<file path="config.mk">
export PLATFORM = sky130hd
export DESIGN_NAME = ppu_spawn_calc
export DESIGN_NICKNAME = d
export VERILOG_FILES = /design/src/rtl/assert_macros.svh /design/src/rtl/ppu_pkg.sv /design/src/rtl/ppu_spawn_calc.sv
export SDC_FILE = /design/constraint.sdc
export NUM_CORES = 2
export LEC_CHECK = 0
export ABC_CLOCK_PERIOD_IN_PS = 13700
export BUFFER_PORTS_ARGS = -buffer_cell sky130_fd_sc_hd__buf_4
export CORE_UTILIZATION = 55
export DETAILED_ROUTE_END_ITERATION = 12
export PLACE_DENSITY_LB_ADDON = 0.15
export SLEW_MARGIN = 10
export SYNTH_ARGS = -nofsm -noshare
export SYNTH_HDL_FRONTEND = slang
export SYNTH_SLANG_ARGS = --single-unit
</file>
<file path="constraint.sdc">
create_clock -name clk -period 13.7 [get_ports clk]
set_input_delay 0.685 -clock clk [delete_from_list [all_inputs] [get_ports clk]]
set_output_delay 0.685 -clock clk [all_outputs]
set_load 0.05 [all_outputs]
</file>
<file path="src/rtl/assert_macros.svh">
// Assertion macros for the particle pool RTL.
`ifndef ASSERT_MACROS_SVH
`define ASSERT_MACROS_SVH
`ifndef SYNTHESIS
`define ASSERT_AT(lbl, prop, msg) \
	lbl: assert property (@(posedge clk) disable iff (!arst_n) prop) else $error(msg);
`define ASSERT_NEXT(lbl, ante, cons, msg) \
	lbl: assert property (@(posedge clk) disable iff (!arst_n) (ante) |=> (cons)) \
		else $error(msg);
`else
`define ASSERT_AT(lbl, prop, msg)
`define ASSERT_NEXT(lbl, ante, cons, msg)
`endif
`endif

</file>
<file path="src/rtl/ppu_pkg.sv">
// Types, widths and constants of the particle pool update block.
package ppu_pkg;

	localparam int POOL_SLOTS = 64;
	localparam int ADDR_W     = (POOL_SLOTS > 1) ? $clog2(POOL_SLOTS) : 1;
	localparam int CNT_W      = $clog2(POOL_SLOTS + 1);
	localparam int SUM_W      = CNT_W + 1;

	localparam int ACT_W   = 7;
	localparam int SLOT_W  = 6;
	localparam int Q_W     = 17;
	localparam int P_W     = 24;
	localparam int DT_W    = 16;
	localparam int PROD_W  = P_W + DT_W + 1;

	localparam int IN_BITS  = 179;
	localparam int IN_W     = 184;
	localparam int OUT_BITS = 103;
	localparam int OUT_W    = 104;

	localparam logic [ACT_W-1:0] ACT_RESET = 7'd64;
	localparam logic [Q_W-1:0]   ONE_Q16   = 17'h10000;

	// x/10 as (x * recip) >> shift, exact over the operand ranges used
	localparam logic [15:0] JIT_RECIP   = 16'd52429;
	localparam int          JIT_SHIFT   = 19;
	localparam logic [23:0] TENTH_RECIP = 24'hCCCCCD;
	localparam int          TENTH_SHIFT = 27;
	localparam logic signed [PROD_W-1:0] HALF_STEP = 41'sd32768;

	typedef enum logic [1:0] {
		KIND_SPAWN = 2'd0,
		KIND_TICK  = 2'd1,
		KIND_READ  = 2'd2,
		KIND_NONE  = 2'd3
	} kind_t;

	// first field sits in the high bits
	typedef struct packed {
		logic [5:0]        index;
		logic [6:0]        shade;
		logic [5:0]        jitter;
		logic signed [23:0] offset_y;
		logic signed [23:0] offset_x;
		logic signed [23:0] obj_vy;
		logic signed [23:0] obj_vx;
		logic signed [23:0] obj_y;
		logic signed [23:0] obj_x;
		logic [15:0]       dt;
	} in_item_t;

	typedef struct packed {
		logic [6:0]        live_count;
		logic [6:0]        grey;
		logic [16:0]       alpha;
		logic signed [23:0] pos_y;
		logic signed [23:0] pos_x;
		logic [16:0]       life_left;
		logic              live;
		logic [5:0]        slot;
	} out_item_t;

	typedef struct packed {
		logic [6:0]        shade;
		logic [16:0]       alpha;
		logic signed [23:0] vel_y;
		logic signed [23:0] vel_x;
		logic signed [23:0] pos_y;
		logic signed [23:0] pos_x;
		logic [16:0]       life;
	} entry_t;

	typedef struct packed {
		logic              en;
		logic [ADDR_W-1:0] addr;
		entry_t            data;
	} store_wr_t;

	typedef struct packed {
		logic              valid;
		logic [ADDR_W-1:0] addr;
		entry_t            data;
	} tick_req_t;

endpackage

</file>
<file path="src/rtl/ppu_spawn_calc.sv">
// Spawn datapath: jitter and velocity scaling, then the new slot contents.
module ppu_spawn_calc import ppu_pkg::*; (
	input  logic     clk,
	input  in_item_t item,
	output entry_t   entry
);

	logic [13:0]        jit_num;
	logic [29:0]        jit_prod;
	logic [10:0]        jit_q;
	logic signed [23:0] velx_q;
	logic signed [23:0] vely_q;

	// round-to-nearest tenth, ties away from zero
	function automatic logic signed [23:0] tenth(input logic signed [23:0] v);
		logic [23:0] mag;
		logic [23:0] num;
		logic [47:0] prod;
		logic [23:0] q;
		mag  = v[23] ? 24'(-v) : 24'(v);
		num  = mag + 24'd5;
		prod = 48'(num) * 48'(TENTH_RECIP);
		q    = 24'(prod >> TENTH_SHIFT);
		return v[23] ? $signed(-q) : $signed(q);
	endfunction

	assign jit_num  = {item.jitter, 8'd0} + 14'd5;
	assign jit_prod = 30'(jit_num) * 30'(JIT_RECIP);

	always_ff @(posedge clk) begin
		jit_q  <= 11'(jit_prod >> JIT_SHIFT);
		velx_q <= tenth(item.obj_vx);
		vely_q <= tenth(item.obj_vy);
	end

	always_comb begin
		entry       = '0;
		entry.life  = ONE_Q16;
		entry.alpha = ONE_Q16;
		entry.pos_x = item.obj_x + $signed(24'(jit_q)) + item.offset_x;
		entry.pos_y = item.obj_y + $signed(24'(jit_q)) + item.offset_y;
		entry.vel_x = velx_q;
		entry.vel_y = vely_q;
		entry.shade = item.shade;
	end

endmodule

</file>
==> flow_summary_export.csv <==
group,metric,value,unit
sta,period_share,88.61,%
floorplan,die_y,234.3,µm
global_route,grt_max_degree,63,
clock_tree,cts_hold_buf,0,
synthesis,synthXorXnorAreaFrac,6.603,%
floorplan,core_region_area,0.05297,mm²
layout,fillers,4676,
sta,setup_violations,0,
routing,wl_per_cell,18.03,µm
global_route,antenna_found_initial,6,
global_route,grt_pass1_vias,23660,
clock_tree,cts_buffers,9,
sta,rsz0062_at_grt,"false",
setup_path,max_stage_delay,1.09,ns
layout,multi_input_area,0.02522,mm²
layout,syn_to_final_growth,9.585,%
setup_path,critPathRequiredTime,13.95,ns
synthesis,synth_seq_cells,59,
synthesis,synth-simple-area-share,8.788,%
routing,wl,74.73,mm
routing,via_per_inst,5.440,
sta,worst_slew_pin_slew,1.401,ns
routing,vias,22550,
layout,drive_gt1_share,9.362,%
placed_design,place_congestion,0.9620,
routing,wl_met1,33.97,mm
sta,final_hold_viol_count,0,
clock_tree,clk_pin_slew_worst_paths,0.05,ns
clock_tree,cts_buffer_depth,2,
layout,final_common_cell,"inv_1",
layout,layout.nets,4761,
synthesis,synthCells,3210,
clock_tree,clock-sinks,59,
sta,slew_headroom,6.294,%
layout,regArea,0.001181,mm²
synthesis,synth_top_family_by_area,"adder cells",
routing,wl_met3,4.268,mm
synthesis,ys_seq_area_share,3.981,%
routing,antenna_left,0,
global_route,grt_usage,28.59,%
setup_path,critical_path_peak_fanout,9,
floorplan,ios,317,
placed_design,io_buffers,246,
synthesis,synth_warnings,0,
sta,fin_crit,12.14,ns
floorplan,die_area,0.05488,mm²
setup_path,startpoint_type,"primary input",
setup_path,critPathArrivalTime,12.39,ns
synthesis,synth_area_per_cell,9.244,µm²
routing,maxUsedRoutingLayer,"met5",
routing,post-route-drc-count,0,
sta,slew_viol_final,0,
synthesis,synth_ff_type,"dfxtp_1",
floorplan,fp.dieW,234.3,µm
layout,mostFrequentLayoutCells,"778 x inv_1, 667 x ha_1, 468 x fa_1",
setup_path,crit_path_top_delay_cell,"xor2_1",
synthesis,synth_mux_area_share,0.2488,%
clock_tree,cts-resized-gates,0,
setup_path,end_kind,"flop",
clock_tree,post_cts_buffers,0,
routing,dr.pass1.iters,5,
clock_tree,cts_max_level,3,
synthesis,synthAdderAreaFrac,59.70,%
clock_tree,root_buffer,"clkbuf_16",
synthesis,synth_area,0.02967,mm²
routing,routed-wl-met2,34.84,mm
global_route,grt_overflow,0,
placed_design,hpwl,66.60,mm
synthesis,synth_cell_types,91,
sta,max_freq,82.38,MHz
synthesis,async_reset_ff_share,0,%
floorplan,fp-row-count,84,
setup_path,worstSetupPathType,"primary input to flop",
worst_hold_path,hold_class,"primary input to flop",
setup_path,critPathTopFamily,"adder cells",
synthesis,synth_compound_area_share,9.209,%
setup_path,cp.buffers_inverters,4,
synthesis,synth_edf_count,0,
run_status,status,"completed",
floorplan,start_util,56.02,%
sta,finalSetupTns,0,ns
global_route,grt_pass1_wl,122.3,mm
routing,drt_iter0_drc,1083,
run,cap_violations,0,
clock_tree,cts_tree,"yes",
setup_path,cp_common_cell,"fa_1",
## final timing paths
kind	from	to	slack (ns)	depth (start not counted)
max	item[88]	vely_q[19]	1.56	34
min	item[111]	vely_q[1]	0.85	3
## cells by family (layout without fill, tap and decap cells)
| logic type | count (synthesis) | in the layout |
|---|---|---|
| multiplexers | 7 | 7 |
| other | 2 | 40 |
| flip-flops | 59 | 59 |
| XOR/XNOR | 222 | 222 |
| AO/OA/AOI/OAI | 423 | 423 |
| adder cells (fa/ha/maj) | 1135 | 1135 |
| AND/OR/NAND/NOR | 504 | 504 |
| buffers and inverters | 858 | 1066 |
## metrics by stage
| stage | cells | setup WS (ns) | utilization, % | hold WS [ns] | instance area [µm²] |
|---|---|---|---|---|---|
| 2_1_floorplan | 3242 | 2.881 | - | 1.125 | 29790 |
| 3_3_place_gp | 4123 | 1.590 | 60.83 | 1.140 | 32220 |
| 3_5_place_dp | 4123 | 1.331 | 60.83 | 1.135 | 32220 |
| 4_1_cts | 4138 | 1.673 | 61.36 | 0.8119 | 32500 |
| 5_1_grt | 4140 | 0.8842 | 61.37 | 0.8685 | 32510 |
| 6_report | 4144 | 1.561 | 61.39 | 0.8505 | 32520 |
## registers in the layout, indices dropped and copies added, names as in the netlist
| register | count |
|---|---|
| velx_q | 24 |
| vely_q | 24 |
| jit_q | 11 |
## synthesized netlist by cell type (43+ instances only)
master	number	share of area (%)
o21ai_0	82	1.4
ha_1	667	28
xnor2_1	154	4.5
inv_1	778	9.8
a21oi_1	116	2.0
nand2_1	133	1.7
dfxtp_1	59	4.0
buf_4	44	1.1
nor2_1	112	1.4
fa_1	468	32
nor3_1	43	0.73
xor2_1	66	1.9
## layer usage
metal / up-vias / global-route usage [%]
li1: 10770 / -
met1: 11100 / 39.65
met2: 590 / 46.94
met3: 87 / 3.928
met4: 4 / 7.163
met5: - / 0
## cell type report
type / instances / area share, %
clock buffers: 11 / 0.7773
inverters: 780 / 9.004
flip-flops and latches: 59 / 3.632
clock inverters: 4 / 0.08081
diodes: 6 / 0.04618
multi-input cells: 2325 / 77.55
well taps: 688 / 2.647
repair buffers: 271 / 6.257
Power is not shown: default switching activity piles up to over one toggle a cycle in this logic, so the estimate is an artifact.
