**src/rtl/assert_macros.svh**
```systemverilog
// Assertion macros for the particle pool RTL.
`ifndef ASSERT_MACROS_SVH
`define ASSERT_MACROS_SVH
`ifndef SYNTHESIS
`define ASSERT_AT(lbl, prop, msg) \
	lbl: assert property (@(posedge clk) disable iff (!arst_n) prop) else $error(msg);
`define ASSERT_NEXT(lbl, ante, cons, msg) \
	lbl: assert property (@(posedge clk) disable iff (!arst_n) (ante) |=> (cons)) \
		else $error(msg);
`else
`define ASSERT_AT(lbl, prop, msg)
`define ASSERT_NEXT(lbl, ante, cons, msg)
`endif
`endif

```
**src/rtl/ppu_pkg.sv**
```systemverilog
// Types, widths and constants of the particle pool update block.
package ppu_pkg;

	localparam int POOL_SLOTS = 64;
	localparam int ADDR_W     = (POOL_SLOTS > 1) ? $clog2(POOL_SLOTS) : 1;
	localparam int CNT_W      = $clog2(POOL_SLOTS + 1);
	localparam int SUM_W      = CNT_W + 1;

	localparam int ACT_W   = 7;
	localparam int SLOT_W  = 6;
	localparam int Q_W     = 17;
	localparam int P_W     = 24;
	localparam int DT_W    = 16;
	localparam int PROD_W  = P_W + DT_W + 1;

	localparam int IN_BITS  = 179;
	localparam int IN_W     = 184;
	localparam int OUT_BITS = 103;
	localparam int OUT_W    = 104;

	localparam logic [ACT_W-1:0] ACT_RESET = 7'd64;
	localparam logic [Q_W-1:0]   ONE_Q16   = 17'h10000;

	// x/10 as (x * recip) >> shift, exact over the operand ranges used
	localparam logic [15:0] JIT_RECIP   = 16'd52429;
	localparam int          JIT_SHIFT   = 19;
	localparam logic [23:0] TENTH_RECIP = 24'hCCCCCD;
	localparam int          TENTH_SHIFT = 27;
	localparam logic signed [PROD_W-1:0] HALF_STEP = 41'sd32768;

	typedef enum logic [1:0] {
		KIND_SPAWN = 2'd0,
		KIND_TICK  = 2'd1,
		KIND_READ  = 2'd2,
		KIND_NONE  = 2'd3
	} kind_t;

	// first field sits in the high bits
	typedef struct packed {
		logic [5:0]        index;
		logic [6:0]        shade;
		logic [5:0]        jitter;
		logic signed [23:0] offset_y;
		logic signed [23:0] offset_x;
		logic signed [23:0] obj_vy;
		logic signed [23:0] obj_vx;
		logic signed [23:0] obj_y;
		logic signed [23:0] obj_x;
		logic [15:0]       dt;
	} in_item_t;

	typedef struct packed {
		logic [6:0]        live_count;
		logic [6:0]        grey;
		logic [16:0]       alpha;
		logic signed [23:0] pos_y;
		logic signed [23:0] pos_x;
		logic [16:0]       life_left;
		logic              live;
		logic [5:0]        slot;
	} out_item_t;

	typedef struct packed {
		logic [6:0]        shade;
		logic [16:0]       alpha;
		logic signed [23:0] vel_y;
		logic signed [23:0] vel_x;
		logic signed [23:0] pos_y;
		logic signed [23:0] pos_x;
		logic [16:0]       life;
	} entry_t;

	typedef struct packed {
		logic              en;
		logic [ADDR_W-1:0] addr;
		entry_t            data;
	} store_wr_t;

	typedef struct packed {
		logic              valid;
		logic [ADDR_W-1:0] addr;
		entry_t            data;
	} tick_req_t;

endpackage

```
**src/rtl/ppu_tick_alu.sv**
```systemverilog
// Two-stage tick update: age, move and fade one slot per cycle.
module ppu_tick_alu import ppu_pkg::*; (
	input  logic            clk,
	input  logic            arst_n,
	input  logic [DT_W-1:0] dt,
	input  tick_req_t       req,
	output store_wr_t       wr,
	output logic            live
);

	logic [Q_W-1:0]            life_new;
	logic signed [PROD_W-1:0]  prodx;
	logic signed [PROD_W-1:0]  prody;
	logic                      v_s2;
	logic [ADDR_W-1:0]         addr_s2;
	entry_t                    entry_s2;
	logic [Q_W-1:0]            life_s2;
	logic signed [PROD_W-1:0]  prodx_s2;
	logic signed [PROD_W-1:0]  prody_s2;
	logic signed [PROD_W-1:0]  step_x;
	logic signed [PROD_W-1:0]  step_y;
	logic [17:0]               fade;
	logic                      alive;

	assign life_new = (req.data.life > Q_W'(dt)) ? req.data.life - Q_W'(dt) : '0;
	assign prodx    = PROD_W'(req.data.vel_x) * PROD_W'($signed({1'b0, dt}));
	assign prody    = PROD_W'(req.data.vel_y) * PROD_W'($signed({1'b0, dt}));

	always_ff @(posedge clk or negedge arst_n) begin
		if (!arst_n) begin
			v_s2 <= 1'b0;
		end else begin
			v_s2 <= req.valid;
		end
	end

	always_ff @(posedge clk) begin
		addr_s2  <= req.addr;
		entry_s2 <= req.data;
		life_s2  <= life_new;
		prodx_s2 <= prodx;
		prody_s2 <= prody;
	end

	// floor of (v*dt + half) / 2^16
	assign step_x = (prodx_s2 + HALF_STEP) >>> 16;
	assign step_y = (prody_s2 + HALF_STEP) >>> 16;
	assign fade   = 18'((19'(dt) * 19'd5 + 19'd1) >> 1);
	assign alive  = (life_s2 != '0);

	always_comb begin
		wr           = '0;
		wr.en        = v_s2;
		wr.addr      = addr_s2;
		wr.data      = entry_s2;
		wr.data.life = life_s2;
		if (alive) begin
			wr.data.pos_x = entry_s2.pos_x - $signed(step_x[P_W-1:0]);
			wr.data.pos_y = entry_s2.pos_y - $signed(step_y[P_W-1:0]);
			wr.data.alpha = ({1'b0, entry_s2.alpha} > fade) ?
				entry_s2.alpha - Q_W'(fade) : '0;
		end
	end

	assign live = v_s2 && alive;

endmodule

```
**config.mk**
```make
export PLATFORM = sky130hd
export DESIGN_NAME = ppu_tick_alu
export DESIGN_NICKNAME = d
export VERILOG_FILES = /design/src/rtl/assert_macros.svh /design/src/rtl/ppu_pkg.sv /design/src/rtl/ppu_tick_alu.sv
export SDC_FILE = /design/constraint.sdc
export NUM_CORES = 2
export LEC_CHECK = 0
export BUFFER_PORTS_ARGS = -buffer_cell sky130_fd_sc_hd__buf_2
export CAP_MARGIN = 30
export CORE_MARGIN = 2
export CORE_UTILIZATION = 55
export DETAILED_ROUTE_END_ITERATION = 16
export PLACE_DENSITY = 0.77
export SLEW_MARGIN = 10
export SYNTH_ARGS = -nofsm -noshare
export SYNTH_HDL_FRONTEND = slang
export SYNTH_SLANG_ARGS = --single-unit
```
**constraint.sdc**
```tcl
create_clock -name clk -period 12.9 [get_ports clk]
set_input_delay 1.935 -clock clk [delete_from_list [all_inputs] [get_ports clk]]
set_output_delay 1.935 -clock clk [all_outputs]
set_load 0.005 [all_outputs]
```
==> flow_summary.yaml <==
run_status:
  status: "completed"
global_route:
  grt_pass1_vias: 28100
  grt_first_pass_wirelength_um: 137000
  antenna_found_initial: 1
  grt_max_degree: 67
  overflow: 0
  grtUsageTotal: 0.252
floorplanning:
  ios: 307
  die_y_um: 262
  core_area_um2: 65700
  fp-row-count: 94
  start_util: 0.555
  design.die.area_um2: 68400
  die_x_um: 262
yosys:
  ys_warn_count: 0
  mappedNetlistNets: 5268
  synth_cells: 4059
  synth-edff-count: 0
  synth.distinct_cells: 68
  synth_area_um2: 36500
  synth-seq-area-share: 0.107
  synth-main-ff-cell: "dfxtp_1"
  synth_seq_cells: 194
  syn_area_per_cell_um2: 8.99
  async_reset_ff_frac: 0.00515
critical_path:
  worstSetupStartpointType: "primary input"
  worst-path-buf-inv: 3
  worstPathCellList: "buf_2, buf_4, ha_1, ha_1, a21o_1, a21oi_1, o21bai_1, a21oi_1, o21bai_1, a211oi_1, o21ai_0, a31o_2, a21oi_1, xor2_1, ha_1, nand3_1, nor3_1, a221o_1, a311oi_4, a22o_1, buf_2"
  slowest_delay_ns: 0.72
  required_ns: 10.97
  crit_family: "compound AO/OA/AOI/OAI gates"
  worstSetupPathType: "primary input to primary output"
  cpMaxStageDelayCell: "a311oi_4"
  end_kind: "primary output"
  cp.arrival_ns: 7.12
  path_max_fanout: 51
clocking:
  cts_htree_levels: 4
  cts_buffers: 17
  ctsRootBufferMaster: "clkbuf_16"
  cts_hold_buf: 0
  postCtsSetupRepairBufs: 0
  path_clk_slew_ns: 0.09
  cts_tree: "yes"
  clock-sinks: 194
  cts_resized: 0
  clock_path_buffers: 2
placement:
  routabilityCongestion: 0.852
  place_ws_ns: 3.87
  portBuffers: 306
  dp.final_hpwl_um: 62600
  dp.cells: 5048
drt:
  dr.pass1.iters: 6
  drc: 0
  ant_nets: 0
  drt_iter0_drc: 1425
  wl_per_cell_um: 16.1
  wl_um: 81700
  viasPerCell: 5.27
  vias: 26800
final_layout:
  drive_above_1_share: 0.0892
  area_growth_syn_to_layout_pct: 6.60
  nNetsFinal: 5414
  layoutNonFillerInstCount: 5082
sta:
  tns_ns: 0
  finalCritPeriodShare: 0.702
  tightest_slew_ns: 0.787
  max_slew_margin: 0.475
  finalHoldViolations: 0
  timing.final.ws_setup_ns: 3.85
  rsz0062_at_grt: "no"
  min_period_ns: 9.05
  max_freq_mhz: 110
  slew_violations: 0
  setup-violations-final: 0
  timing.hold.ws_ns: 1.18
flow_run:
  cap_violations: 0
hold_path:
  hold_class: "primary input to async pin"
## worst paths after layout
kind / endpoint / slack (ns) / depth (start not counted) / startpoint
min: v_s2$_DFF_PN0_ / 1.18 / 1 / arst_n
max in group asynchronous: v_s2$_DFF_PN0_ / 11.64 / 1 / arst_n
min in group clk: addr_s2[3]$_DFF_P_ / 1.52 / 1 / req[140]
max: wr[117] / 3.85 / 21 / dt[3]
## registers in the layout, indices dropped and copies added, names as in the netlist
name,flops
entry_s2,65
life_s2,17
prodx_s2,25
prody_s2,25
wr,55
addr_s2,6
v_s2,1
## per-stage QoR
| stage | cell area [um^2] | utilization |
|---|---|---|
| 3_5_place_dp | 38300 | 0.582 |
| 3_3_place_gp | 38300 | 0.582 |
| 6_report | 38900 | 0.592 |
| 5_1_grt | 38900 | 0.592 |
| 4_1_cts | 38900 | 0.591 |
| 2_1_floorplan | 36500 | - |
## cell usage in the layout, fill, tap and decap left out, types with 4 or more instances in the layout
cell type,n
a211oi_1,11
a21boi_0,6
a21o_1,48
a21oi_1,92
a22o_1,18
a31oi_1,11
and2_1,303
and3_1,30
buf_2,306
buf_4,16
clkbuf_16,17
dfxtp_1,193
fa_1,744
ha_1,303
inv_1,912
inv_6,4
nand2_1,570
nand2b_1,20
nand3_1,36
nand4_1,12
nor2_1,96
nor2b_1,16
nor3_1,38
nor4_1,6
o21a_1,19
o21ai_0,93
o21bai_1,21
o221ai_1,4
o31ai_1,10
or2_2,4
or3_1,7
xnor2_1,90
xor2_1,94
## kinds of logic (layout without fill, tap and decap cells)
kind of cell,after synthesis,in the layout,synth area share
simple gates,1147,1147,0.149
buf+inv,1110,1268,0.120
fa+ha+maj,1047,1047,0.512
compound gates,373,373,0.0668
flops,194,194,0.107
xor+xnor,184,184,0.0442
mux,4,4,0.00120
other cells,0,1,0
## synth_stat cells (4+ instances only)
| master | count | area share |
|---|---|---|
| clkbuf_1 | 137 | 0.014 |
| nand4_1 | 12 | 0.0021 |
| buf_4 | 56 | 0.012 |
| o221ai_1 | 4 | 0.00096 |
| a22o_1 | 18 | 0.0043 |
| xnor2_1 | 90 | 0.022 |
| or2_2 | 4 | 0.00069 |
| nand2_1 | 570 | 0.059 |
| o31ai_1 | 10 | 0.0021 |
| nor2b_1 | 16 | 0.0027 |
| nor4_1 | 7 | 0.0012 |
| a211oi_1 | 11 | 0.0023 |
| nand2b_1 | 20 | 0.0034 |
| ha_1 | 303 | 0.10 |
| o21a_1 | 19 | 0.0039 |
| o21ai_0 | 93 | 0.013 |
| inv_1 | 912 | 0.094 |
| and2_1 | 303 | 0.052 |
| nand3_1 | 36 | 0.0049 |
| nor2_1 | 96 | 0.0099 |
| dfxtp_1 | 193 | 0.11 |
| a21o_1 | 48 | 0.0099 |
| nor3_1 | 38 | 0.0052 |
| a21oi_1 | 92 | 0.013 |
| and3_1 | 30 | 0.0051 |
| fa_1 | 744 | 0.41 |
| o21bai_1 | 21 | 0.0043 |
| a21boi_0 | 6 | 0.0012 |
| xor2_1 | 94 | 0.023 |
| or3_1 | 7 | 0.0012 |
| a31oi_1 | 11 | 0.0019 |
## area by class of cell
type,instances,area (um^2)
Sequential cell,194,3890
Clock buffer,17,425
Multi-Input combinational cell,2755,28200
Fill cell,5608,26800
Inverter,912,3420
Clock inverter,14,144
Timing Repair Buffer,325,1710
Antenna cell,1,2.50
Tap cell,864,1080
## per-layer routing
layer	global-route usage	vias up	part of all wire
met2	0.447	834	0.51
li1	-	12400	-
met3	0.0436	156	0.063
met5	0	-	0
met1	0.314	13400	0.40
met4	0.0795	0	0.027
Power is left out: the tool's default activity adds up to more than one toggle a clock period on the data nets, which glitch-free logic cannot reach.
